[config.mk]
export PLATFORM = sky130hd
export DESIGN_NAME = tone_cycle_count_demodulator_unit
export DESIGN_NICKNAME = d
export VERILOG_FILES = /design/src/rtl/tccd_pkg.sv /design/src/rtl/tccd_step.sv /design/src/rtl/tone_cycle_count_demodulator_unit.sv
export VERILOG_INCLUDE_DIRS = /design/src /design/src/rtl
export SDC_FILE = /design/constraint.sdc
export NUM_CORES = 1
export LEC_CHECK = 0
export ABC_AREA = 0
export BUFFER_PORTS_ARGS = -buffer_cell sky130_fd_sc_hd__buf_2
export CAP_MARGIN = 10
export CORE_ASPECT_RATIO = 0.6
export CORE_MARGIN = 1
export CORE_UTILIZATION = 55
export DETAILED_ROUTE_END_ITERATION = 10
export GPL_TIMING_DRIVEN = 0
export HOLD_SLACK_MARGIN = 0.06
export PLACE_DENSITY_LB_ADDON = 0.3
export SKIP_CTS_REPAIR_TIMING = 1
export SLEW_MARGIN = 20
export SYNTH_ARGS = -nofsm -noshare
export SYNTH_HDL_FRONTEND = slang
export SYNTH_HIERARCHICAL = 1
export SYNTH_SLANG_ARGS = --single-unit
export TNS_END_PERCENT = 100
[constraint.sdc]
create_clock -name clk -period 10.26 [get_ports clk]
set_clock_uncertainty 0.1 [all_clocks]
set_input_delay 2.052 -clock clk [delete_from_list [all_inputs] [get_ports clk]]
set_output_delay 2.052 -clock clk [all_outputs]
set_load 0.03 [all_outputs]
[src/rtl/tone_cycle_count_demodulator_unit_assert.svh]
// ----------------------------------------------------------------------------
// Tone cycle count demodulator assertion macros
// Clocked concurrent checks on clk, disabled while rst_n is low.
// ----------------------------------------------------------------------------
`ifndef TONE_CYCLE_COUNT_DEMODULATOR_UNIT_ASSERT_SVH
`define TONE_CYCLE_COUNT_DEMODULATOR_UNIT_ASSERT_SVH

// Same-cycle implication.
`define TCCD_ASSERT_NOW(label, ante, cons, msg) \
  label: assert property (@(posedge clk) disable iff (!rst_n) (ante) |-> (cons)) \
    else $error(msg);

// Next-cycle implication.
`define TCCD_ASSERT_NEXT(label, ante, cons, msg) \
  label: assert property (@(posedge clk) disable iff (!rst_n) (ante) |=> (cons)) \
    else $error(msg);

`endif

[src/rtl/tccd_pkg.sv]
// ----------------------------------------------------------------------------
// tccd_pkg
// Types, codes and reset constants shared by the tone cycle count demodulator.
// ----------------------------------------------------------------------------
package tccd_pkg;

  localparam int unsigned SAMPLE_W    = 10;
  localparam int unsigned TIME_W      = 32;
  localparam int unsigned CFG_DATA_W  = 16;
  localparam int unsigned CFG_INDEX_W = 3;
  localparam int unsigned USEC_PER_MS = 1000;
  localparam int unsigned LIMIT_W     = 26;  // 65535 * 1000 fits in 26 bits
  localparam int unsigned COUNT_W     = 4;
  localparam int unsigned BYTE_W      = 8;

  localparam logic [COUNT_W-1:0] COUNT_MAX = 4'd15;
  localparam logic [COUNT_W-1:0] COUNT_LO  = 4'd2;
  localparam logic [COUNT_W-1:0] COUNT_HI  = 4'd5;

  localparam logic [SAMPLE_W-1:0]   RST_LOW_THR    = 10'd350;
  localparam logic [SAMPLE_W-1:0]   RST_HIGH_THR   = 10'd600;
  localparam int unsigned           RST_TIMEOUT_MS = 1000;
  localparam logic [LIMIT_W-1:0]    RST_TIMEOUT_LIMIT = LIMIT_W'(RST_TIMEOUT_MS * USEC_PER_MS);
  localparam logic [CFG_DATA_W-1:0] RST_GAP_US     = 16'd8000;
  localparam logic [CFG_DATA_W-1:0] RST_MIN_SYM_US = 16'd3500;

  // Register indexes
  localparam logic [CFG_INDEX_W-1:0] CFG_LOW_THR    = 3'd0;
  localparam logic [CFG_INDEX_W-1:0] CFG_HIGH_THR   = 3'd1;
  localparam logic [CFG_INDEX_W-1:0] CFG_TIMEOUT_MS = 3'd2;
  localparam logic [CFG_INDEX_W-1:0] CFG_GAP_US     = 3'd3;
  localparam logic [CFG_INDEX_W-1:0] CFG_MIN_SYM_US = 3'd4;

  // Request opcodes
  localparam logic OP_START  = 1'b0;
  localparam logic OP_SAMPLE = 1'b1;

  // Result status codes
  localparam logic STATUS_BYTE    = 1'b0;
  localparam logic STATUS_TIMEOUT = 1'b1;

  typedef enum logic [1:0] {
    ZONE_LOW  = 2'd0,
    ZONE_MID  = 2'd1,
    ZONE_HIGH = 2'd2
  } zone_t;

  typedef struct packed {
    logic [SAMPLE_W-1:0]   low_thr;
    logic [SAMPLE_W-1:0]   high_thr;
    logic [LIMIT_W-1:0]    timeout_limit;  // timeout in microseconds
    logic [CFG_DATA_W-1:0] gap_us;
    logic [CFG_DATA_W-1:0] min_sym_us;
  } cfg_t;

  typedef struct packed {
    logic                op;
    logic [SAMPLE_W-1:0] sample;
    logic [TIME_W-1:0]   now_us;
  } item_t;

  typedef struct packed {
    logic               waiting;
    logic [TIME_W-1:0]  wait_start_time;
    zone_t              previous_zone;
    logic               tone_seen;
    logic               tone_started;
    logic [TIME_W-1:0]  tone_start_time;
    logic [COUNT_W-1:0] crossing_count;
    logic [BYTE_W-1:0]  partial_byte;
    logic [1:0]         symbol_count;
  } dec_state_t;

  typedef struct packed {
    logic              valid;
    logic              status;
    logic [BYTE_W-1:0] byte_value;
  } result_t;

  localparam dec_state_t DEC_STATE_RST = '{
    waiting:         1'b0,
    wait_start_time: '0,
    previous_zone:   ZONE_MID,
    tone_seen:       1'b0,
    tone_started:    1'b0,
    tone_start_time: '0,
    crossing_count:  '0,
    partial_byte:    '0,
    symbol_count:    '0
  };

endpackage

[src/rtl/tccd_step.sv]
// ----------------------------------------------------------------------------
// tccd_step
// Next decoder state and optional result for one registered request.
// ----------------------------------------------------------------------------
module tccd_step
  import tccd_pkg::*;
(
  input  dec_state_t state_cur,
  input  cfg_t       cfg,
  input  item_t      item,
  output dec_state_t state_nxt,
  output result_t    result
);

  logic [TIME_W-1:0]  wait_el;
  logic [TIME_W-1:0]  tone_el;
  logic               alive;
  zone_t              zone;
  logic               count_ok;
  logic [1:0]         sym;
  logic [BYTE_W-1:0]  pb_shift;
  logic [1:0]         sc_inc;

  assign wait_el  = item.now_us - state_cur.wait_start_time;
  assign tone_el  = item.now_us - state_cur.tone_start_time;
  assign alive    = (wait_el < TIME_W'(cfg.timeout_limit)) ||
                    (state_cur.tone_started && (tone_el < TIME_W'(cfg.gap_us)));
  assign count_ok = (state_cur.crossing_count >= COUNT_LO) &&
                    (state_cur.crossing_count <= COUNT_HI);
  assign sym      = 2'(state_cur.crossing_count - COUNT_LO);
  assign pb_shift = {state_cur.partial_byte[BYTE_W-3:0], sym};
  assign sc_inc   = state_cur.symbol_count + 2'd1;

  always_comb begin
    priority if (item.sample <= cfg.low_thr) begin
      zone = ZONE_LOW;
    end else if (item.sample <= cfg.high_thr) begin
      zone = ZONE_MID;
    end else begin
      zone = ZONE_HIGH;
    end
  end

  always_comb begin
    state_nxt = state_cur;
    result    = '{valid: 1'b0, status: STATUS_BYTE, byte_value: '0};
    if (item.op == OP_START) begin
      state_nxt                 = DEC_STATE_RST;
      state_nxt.waiting         = 1'b1;
      state_nxt.wait_start_time = item.now_us;
    end else if (!state_cur.waiting) begin
      // drop samples outside a wait
    end else if (!alive) begin
      state_nxt.waiting = 1'b0;
      result = '{valid: 1'b1, status: STATUS_TIMEOUT, byte_value: '0};
    end else if (zone != state_cur.previous_zone) begin
      state_nxt.previous_zone = zone;
      if (zone == ZONE_HIGH) begin
        if (!state_cur.tone_seen) begin
          state_nxt.tone_start_time = item.now_us;
          state_nxt.tone_started    = 1'b1;
        end else if (tone_el > TIME_W'(cfg.gap_us)) begin
          // tone gap: restart byte assembly
          state_nxt.tone_start_time = item.now_us;
          state_nxt.crossing_count  = '0;
          state_nxt.partial_byte    = '0;
          state_nxt.symbol_count    = '0;
        end
      end else if (zone == ZONE_MID && state_cur.previous_zone == ZONE_HIGH) begin
        if (state_cur.crossing_count != COUNT_MAX) begin
          state_nxt.crossing_count = state_cur.crossing_count + 4'd1;
        end
        state_nxt.tone_seen = 1'b1;
      end else if (zone == ZONE_MID && state_cur.previous_zone == ZONE_LOW) begin
        if (state_cur.tone_seen && (tone_el > TIME_W'(cfg.min_sym_us))) begin
          state_nxt.tone_seen      = 1'b0;
          state_nxt.crossing_count = '0;
          if (count_ok) begin
            state_nxt.partial_byte = pb_shift;
            state_nxt.symbol_count = sc_inc;
            if (sc_inc == 2'd0) begin
              state_nxt.partial_byte = '0;
              if (pb_shift != '0) begin
                // byte done: tone flag and count are left as they are
                state_nxt.waiting        = 1'b0;
                state_nxt.tone_seen      = state_cur.tone_seen;
                state_nxt.crossing_count = state_cur.crossing_count;
                result = '{valid: 1'b1, status: STATUS_BYTE, byte_value: pb_shift};
              end
            end
          end
        end
      end
    end
  end

endmodule

[src/rtl/tone_cycle_count_demodulator_unit.sv]
// ----------------------------------------------------------------------------
// tone_cycle_count_demodulator_unit
// Sorts timestamped converter samples into zones, counts tone crossings per
// symbol, packs 2-bit symbols into bytes and reports a byte or a timeout.
// ----------------------------------------------------------------------------
//
//   channel | direction | handshake          | payload
//   --------+-----------+--------------------+------------------------------
//   in_     | input     | in_valid/in_ready  | in_op, in_sample, in_now_us
//   out_    | output    | out_valid/out_ready| out_status, out_byte_value
//   cfg_    | input     | cfg_we (no wait)   | cfg_index, cfg_wdata
//
// One request per cycle sustained while the output register does not stall. A
// request is held in the input register, and its result is loaded into the
// output register when the request is processed.
// The stall point is the output register: a waiting result blocks only a
// request that itself produces a result; others keep flowing.
// Reset (synchronous, rst_n low) clears the decoder, ends any wait and loads
// the default register values. No clearing pass is needed.
// ----------------------------------------------------------------------------
`include "tone_cycle_count_demodulator_unit_assert.svh"

module tone_cycle_count_demodulator_unit
  import tccd_pkg::*;
(
  input  logic                   clk,
  input  logic                   rst_n,
  // configuration
  input  logic                   cfg_we,
  input  logic [CFG_INDEX_W-1:0] cfg_index,
  input  logic [CFG_DATA_W-1:0]  cfg_wdata,
  // request channel
  input  logic                   in_valid,
  output logic                   in_ready,
  input  logic                   in_op,
  input  logic [SAMPLE_W-1:0]    in_sample,
  input  logic [TIME_W-1:0]      in_now_us,
  // result channel
  output logic                   out_valid,
  input  logic                   out_ready,
  output logic                   out_status,
  output logic [BYTE_W-1:0]      out_byte_value
);

  cfg_t       cfg_r;
  item_t      in_item_r;
  logic       in_vld_r;
  dec_state_t state_r;
  dec_state_t state_nxt;
  result_t    step_res;
  logic       out_vld_r;
  logic       out_status_r;
  logic [BYTE_W-1:0] out_byte_r;
  logic       fire;

  // Configuration registers. Store the timeout already scaled to
  // microseconds so the datapath only compares.
  always_ff @(posedge clk) begin
    if (!rst_n) begin
      cfg_r.low_thr       <= RST_LOW_THR;
      cfg_r.high_thr      <= RST_HIGH_THR;
      cfg_r.timeout_limit <= RST_TIMEOUT_LIMIT;
      cfg_r.gap_us        <= RST_GAP_US;
      cfg_r.min_sym_us    <= RST_MIN_SYM_US;
    end else if (cfg_we) begin
      unique case (cfg_index)
        CFG_LOW_THR:    cfg_r.low_thr       <= cfg_wdata[SAMPLE_W-1:0];
        CFG_HIGH_THR:   cfg_r.high_thr      <= cfg_wdata[SAMPLE_W-1:0];
        CFG_TIMEOUT_MS: cfg_r.timeout_limit <= LIMIT_W'(cfg_wdata) *
                                               LIMIT_W'(USEC_PER_MS);
        CFG_GAP_US:     cfg_r.gap_us        <= cfg_wdata;
        CFG_MIN_SYM_US: cfg_r.min_sym_us    <= cfg_wdata;
        default: begin
          // drop writes beyond the register list
        end
      endcase
    end
  end

  // Process the held request unless it has a result and the output
  // register is still occupied.
  assign fire     = in_vld_r && (!step_res.valid || !out_vld_r || out_ready);
  assign in_ready = !in_vld_r || fire;

  // Input register
  always_ff @(posedge clk) begin
    if (!rst_n) begin
      in_vld_r <= 1'b0;
    end else if (in_ready) begin
      in_vld_r <= in_valid;
    end
  end

  always_ff @(posedge clk) begin
    if (in_valid && in_ready) begin
      in_item_r <= '{op: in_op, sample: in_sample, now_us: in_now_us};
    end
  end

  tccd_step u_step (
    .state_cur (state_r),
    .cfg       (cfg_r),
    .item      (in_item_r),
    .state_nxt (state_nxt),
    .result    (step_res)
  );

  // Decoder state: advance only on a processed request.
  always_ff @(posedge clk) begin
    if (!rst_n) begin
      state_r <= DEC_STATE_RST;
    end else if (fire) begin
      state_r <= state_nxt;
    end
  end

  // Output register: load a new result, drop the old one once taken.
  always_ff @(posedge clk) begin
    if (!rst_n) begin
      out_vld_r <= 1'b0;
    end else if (fire && step_res.valid) begin
      out_vld_r <= 1'b1;
    end else if (out_ready) begin
      out_vld_r <= 1'b0;
    end
  end

  always_ff @(posedge clk) begin
    if (fire && step_res.valid) begin
      out_status_r <= step_res.status;
      out_byte_r   <= step_res.byte_value;
    end
  end

  assign out_valid      = out_vld_r;
  assign out_status     = out_status_r;
  assign out_byte_value = out_byte_r;

  // Checks
  `TCCD_ASSERT_NOW(a_timeout_zero_byte, out_vld_r && (out_status_r == STATUS_TIMEOUT), out_byte_r == '0, "timeout result carries a nonzero byte")
  `TCCD_ASSERT_NOW(a_byte_nonzero, out_vld_r && (out_status_r == STATUS_BYTE), out_byte_r != '0, "byte result is zero")
  `TCCD_ASSERT_NEXT(a_result_ends_wait, fire && step_res.valid, !state_r.waiting && out_vld_r, "result did not end the wait")

endmodule

==> impl_metrics.toml, run 1 <==
[outcome]
violations = "DRC"
outcome = "finished with violations"

[placement]
hpwl_mm = 40.2
finalWeightedCongestion = 0.971
port_buffers = 76
dpl_cell_area_um2 = 18700

[pwr]
p_comb_share_pct = 44.2
switchingPower_mw = 1.24
p_int_mw = 1.92
p_per_area_nw_per_um2 = 162
swShare_pct = 39.2
seq_power_share_pct = 29.2
clkPwrFrac_pct = 26.6
leakage_nw = 8.04
max-vdd-ir-drop_v = 0.000195

[cells_and_area]
area_growth_pct = 9.83
final_cell_area_um2 = 19400
nNetsFinal = 2555
drive_gt1_share_pct = 8.93

[timing]
min_period_over_period_pct = 84.0
tns_ps = 0
worstMarginPinSlew_ps = 872
grt_setup_unrepaired = "false"
fmax_ghz = 0.116
slew_headroom_pct = 41.9
finalHoldViolCount = 0
finalMaxSlewViolations = 0
final-setup-viol-count = 0
period_minus_slack_ps = 8620

[cts]
htree_levels = 1
numCtsBuffers = 23
clock-sinks = 210
cts_buffer_depth = 3
cts_tree = "built"
insertion_delay_ps = 530
clk_pin_slew_ps = 60
cts_root_buf = "clkbuf_16"

[floorplanning]
initial_core_util_pct = 56.4
die_w_um = 234
rows = 50
dieArea_um2 = 32900
ios = 78
chipHeight_um = 141
design.core.area_um2 = 31400

[worst_setup_path]
cp-start-kind = "register"
endpoint_kind = "output pin"
path_class = "reg2out"
r2r_end = "state_r[42]"
crit_required_ps = 8110
crit_arrival_ps = 6470
cp_max_fo = 8
r2r_start = "in_item_r[0]"
r2r_slack_ps = 2930
reg2reg_depth = 29

[hold_path]
min_path_cells = 2
min-delay-start = "cfg_r[54]"
holdCritPathClass = "reg2reg"
min_to = "cfg_r[54]"

[grt]
antenna_found_initial = 2
grt_pass1_vias = 14400
grt_use_total_pct = 30.9
grt_first_pass_wirelength_mm = 79.5
grt_overflow_total = 0
grt_max_degree = 22

[detailed_routing]
vias = 15900
first_pass_iters = 9
remaining_drc_errors = 10
drt_iter0_markers = 1577
wl_per_cell_um = 18.9
ant_nets = 0
drt_wl_total_mm = 50.4
routed_via_density = 5.94

[synthesis]
netlist_area_um2 = 17700
synth_cells = 2130
syn_area_per_cell_um2 = 8.31
yosysWarnings = 6

[job]
cap_viol_max_count = 0
==> layout make-up <==
type,instances,area (um2)
diodes,1,2.50
plain buffers,87,419
clock buffers,35,713
clock inverters,6,38.8
fillers,2750,12000
inverters,243,912
multi-input cells,1592,11700
flip-flops and latches,210,4720
well taps,416,520
repair buffers,78,435
==> layer usage <==
layer	vias up	share of wire (%)	GRT usage (%)	routed length [um]
met1	7605	49	47.9	24600
met4	0	1.7	5.78	832
met2	629	40	43.4	19900
met5	-	0	0	0
met3	60	10	6.86	5030
li1	7560	-	-	-
==> worst max-delay path by stage <==
stage,startpoint,end,cells after the start
floorplan,in_item_r[0],in_item_r[0],24
global placement,in_item_r[0],in_item_r[6],24
detailed placement,in_item_r[0],in_ready,25
CTS,in_item_r[0],in_ready,25
global route,in_item_r[0],in_ready,25
finish,in_item_r[0],in_ready,25
==> state kept, by name, indices dropped and copies added (netlist names) <==
name,count
state_r,81
cfg_r,75
in_item_r,43
out_byte_value,8
in_vld_r,1
out_status,1
out_valid,1
==> per-stage QoR <==
step	utilization, %	setup WS, ps	instances	power [mW]	hold slack, ps
2_1_floorplan	-	3040	2132	1.95	339
3_3_place_gp	59.3	158	2624	2.26	353
3_5_place_dp	59.5	2340	2626	2.30	360
4_1_cts	61.9	1730	2667	3.15	369
5_1_grt	61.9	1450	2668	3.35	394
6_report	61.9	1640	2668	3.15	366
==> power groups by stage <==
stage | Sequential [mW] | Clock, mW | Combinational (mW)
2_1_floorplan | 0.918 | 0 | 1.03
3_3_place_gp | 0.936 | 0 | 1.33
3_5_place_dp | 0.936 | 0 | 1.36
4_1_cts | 0.918 | 0.853 | 1.38
5_1_grt | 0.922 | 0.880 | 1.55
6_report | 0.920 | 0.840 | 1.39
==> worst max-delay path, stage by stage (launching register included) <==
cell	delay, ps
edfxtp_1	450
inv_1	200
ha_1	200
inv_1	60
fa_1	400
a21o_1	200
a221oi_2	390
o31ai_2	200
a21boi_0	500
nor3_1	170
nand2_1	100
nand2_1	70
xor2_1	190
ha_1	210
a21o_1	190
a21oi_1	150
o221ai_1	160
a21o_1	210
a21oi_1	150
o31ai_1	160
nor4_4	520
nand3b_4	140
a21boi_1	260
o21ba_2	330
nand3_1	120
buf_2	210
==> layout by cell type, fill, tap and decap left out, types with 11 or more instances in the layout <==
| master | count |
|---|---|
| clkbuf_16 | 25 |
| o31ai_1 | 11 |
| fa_1 | 56 |
| dfxtp_1 | 158 |
| o21ai_1 | 14 |
| xnor2_1 | 32 |
| nor3_1 | 19 |
| and3_1 | 19 |
| edfxtp_1 | 52 |
| o211ai_1 | 39 |
| a21boi_0 | 119 |
| buf_2 | 86 |
| mux2_2 | 31 |
| o21a_1 | 13 |
| ha_1 | 197 |
| a21o_1 | 38 |
| and2_1 | 18 |
| clkbuf_1 | 65 |
| nand2b_1 | 15 |
| nand4_1 | 28 |
| a21oi_1 | 108 |
| mux2i_1 | 37 |
| a31oi_1 | 14 |
| nor2_1 | 71 |
| xor2_1 | 40 |
| nand2_1 | 418 |
| inv_1 | 243 |
| nand3_1 | 32 |
| o21ai_0 | 62 |
(Power assumes the default switching activity.)
==> run 2: changes to the inputs <==
Settings changed: ABC_AREA 0 to 1.
Clock period 10.26 ns to 7.85 ns, I/O delays scaled along.
==> impl_metrics.toml, run 2 <==
[placement]
finalWeightedCongestion = 0.996
hpwl_mm = 44.5
dp_slack_ps = 1610
dpl_cell_area_um2 = 19100
port_buffers = 76

[pwr]
p_int_mw = 2.67
clkPwrFrac_pct = 25.9
p_total_mw = 4.64
p_comb_share_pct = 47.7
p_per_area_nw_per_um2 = 232
max-vdd-ir-drop_v = 0.000156
leakage_nw = 10.1
swShare_pct = 42.4
seq_power_share_pct = 26.4
switchingPower_mw = 1.97

[timing]
final-setup-viol-count = 0
fin_ws_ps = 894
fmax_ghz = 0.144
finalHoldViolCount = 0
grt_setup_unrepaired = "false"
worstMarginPinSlew_ps = 936
period_minus_slack_ps = 6960
tns_ps = 0
min_period_over_period_pct = 88.6
finalMaxSlewViolations = 0
hold_ws_ps = 372
slew_headroom_pct = 37.6

[cells_and_area]
reg_top3 = "state_r x81, cfg_r x75, in_item_r x43"
final_cell_area_um2 = 20000
final_cell_mix = "579 x nand2_1, 465 x inv_1, 335 x nor2_1"
area_growth_pct = 9.64
diodes = 0
top_register = "state_r"
nNetsFinal = 3076
largest_reg_flops = 81
layout_commonest_cell = "nand2_1"
drive_gt1_share_pct = 8.04

[detailed_routing]
drt_wl_total_mm = 55.1
dr_wl_met3_mm = 5.37
wl_per_cell_um = 17.2
vias = 17800
remaining_drc_errors = 0
ant_nets = 0
routed_via_density = 5.56
drt_iter0_markers = 1994
first_pass_iters = 8
top_layer = "met4"
wl_met1_mm = 26.7
dr_wl_met2_mm = 22.2

[floorplanning]
ios = 78
dieArea_um2 = 33900
design.core.area_um2 = 32500
initial_core_util_pct = 56.1
chipHeight_um = 143
die_w_um = 237
rows = 51

[worst_setup_path]
endpoint_kind = "output pin"
crit_top_cell = "a21oi_1"
path_buf_inv = 2
path_class = "reg2out"
cp_max_fo = 9
cp-start-kind = "register"
max_stage_delay_ps = 560
crit_required_ps = 6180
critical_path.top_delay_family = "compound AO/OA/AOI/OAI gates"
cp_cell_sequence = "ha_1 -> a21oi_1 -> o21ai_0 -> a21oi_1 -> nand2_1 -> a21oi_1 -> o31ai_1 -> xor2_1 -> ha_1 -> nand4_1 -> nor3_1 -> nand2_1 -> a21oi_1 -> nor2_1 -> nand3_1 -> nand2_4 -> o21ai_0 -> inv_1 -> nor2_1 -> nand4_1 -> buf_2"
cpMaxStageDelayCell = "edfxtp_1"
r2r_slack_ps = 2140
crit_arrival_ps = 5290

[cts]
cts_buffer_depth = 3
insertion_delay_ps = 560
clock-sinks = 210
htree_levels = 1
cts_tree = "built"
clk_pin_slew_ps = 70
numCtsBuffers = 22
cts_root_buf = "clkbuf_16"

[synthesis]
yosysWarnings = 6
synth_cells = 2653
syn_area_per_cell_um2 = 6.86
netlist_area_um2 = 18200

[grt]
grt_use_total_pct = 32.7
antenna_found_initial = 2
grt_max_degree = 28
grt_first_pass_wirelength_mm = 86.9
grt_overflow_total = 0
grt_pass1_vias = 16200

[job]
cap_viol_max_count = 0

[outcome]
outcome = "complete, no violations"

[hold_path]
holdCritPathClass = "reg2reg"
## run 2: per-stage QoR
| step | utilization (%) | cells |
|---|---|---|
| floorplan | - | 2655 |
| global placement | 58.9 | 3155 |
| detailed placement | 58.9 | 3156 |
| CTS | 61.5 | 3196 |
| global route | 61.5 | 3196 |
| finish | 61.5 | 3196 |
## run 2: worst reg2reg max path, stage by stage (launching register included)
cell and delay (ps):
edfxtp_1 560, ha_1 440, a21oi_1 140, o21ai_0 310
a21oi_1 110, nand2_1 160, a21oi_1 130, o31ai_1 420
xor2_1 180, ha_1 320, nand4_1 100, nor3_1 150
nand2_1 70, a21oi_1 230, nor2_1 70, nand3_1 330
nand2_4 200, o21ai_0 120, inv_1 90, nor2_1 200
nand3_1 100, nand2_1 100, buf_4 230, clkbuf_1 440
o21ai_0 170, nor2_1 110
## run 2: layer usage
| layer | up-vias | global-route usage [%] |
|---|---|---|
| met4 | 0 | 5.23 |
| met1 | 8286 | 50.3 |
| met5 | - | 0 |
| li1 | 8654 | - |
| met3 | 57 | 4.85 |
| met2 | 788 | 48.6 |
## run 2: final timing paths
check,startpoint,to,cells after the start
hold / removal,cfg_r[5],cfg_r[5],2
hold reg to reg,cfg_r[5],cfg_r[5],2
setup / recovery,in_item_r[5],in_ready,21
setup reg to reg,in_item_r[5],state_r[41],25
## run 2: layout make-up
cell class / instances / area (um2)
Clock buffer: 31 / 658
Multi-Input combinational cell: 1897 / 11300
Clock inverter: 9 / 158
Sequential cell: 210 / 4720
Tap cell: 424 / 531
Buffer: 66 / 367
Timing Repair Buffer: 77 / 400
Inverter: 482 / 1810
Fill cell: 3043 / 12500
## run 2: power by group through the flow
stage                     sequential, mW  clock [mW]  combinational [mW]
after floorplan                     1.22           0                1.58
after global placement              1.25           0                2.08
after detailed placement            1.25           0                2.14
after CTS                           1.22        1.21                2.16
after global routing                1.23        1.25                2.47
final                               1.23        1.20                2.21
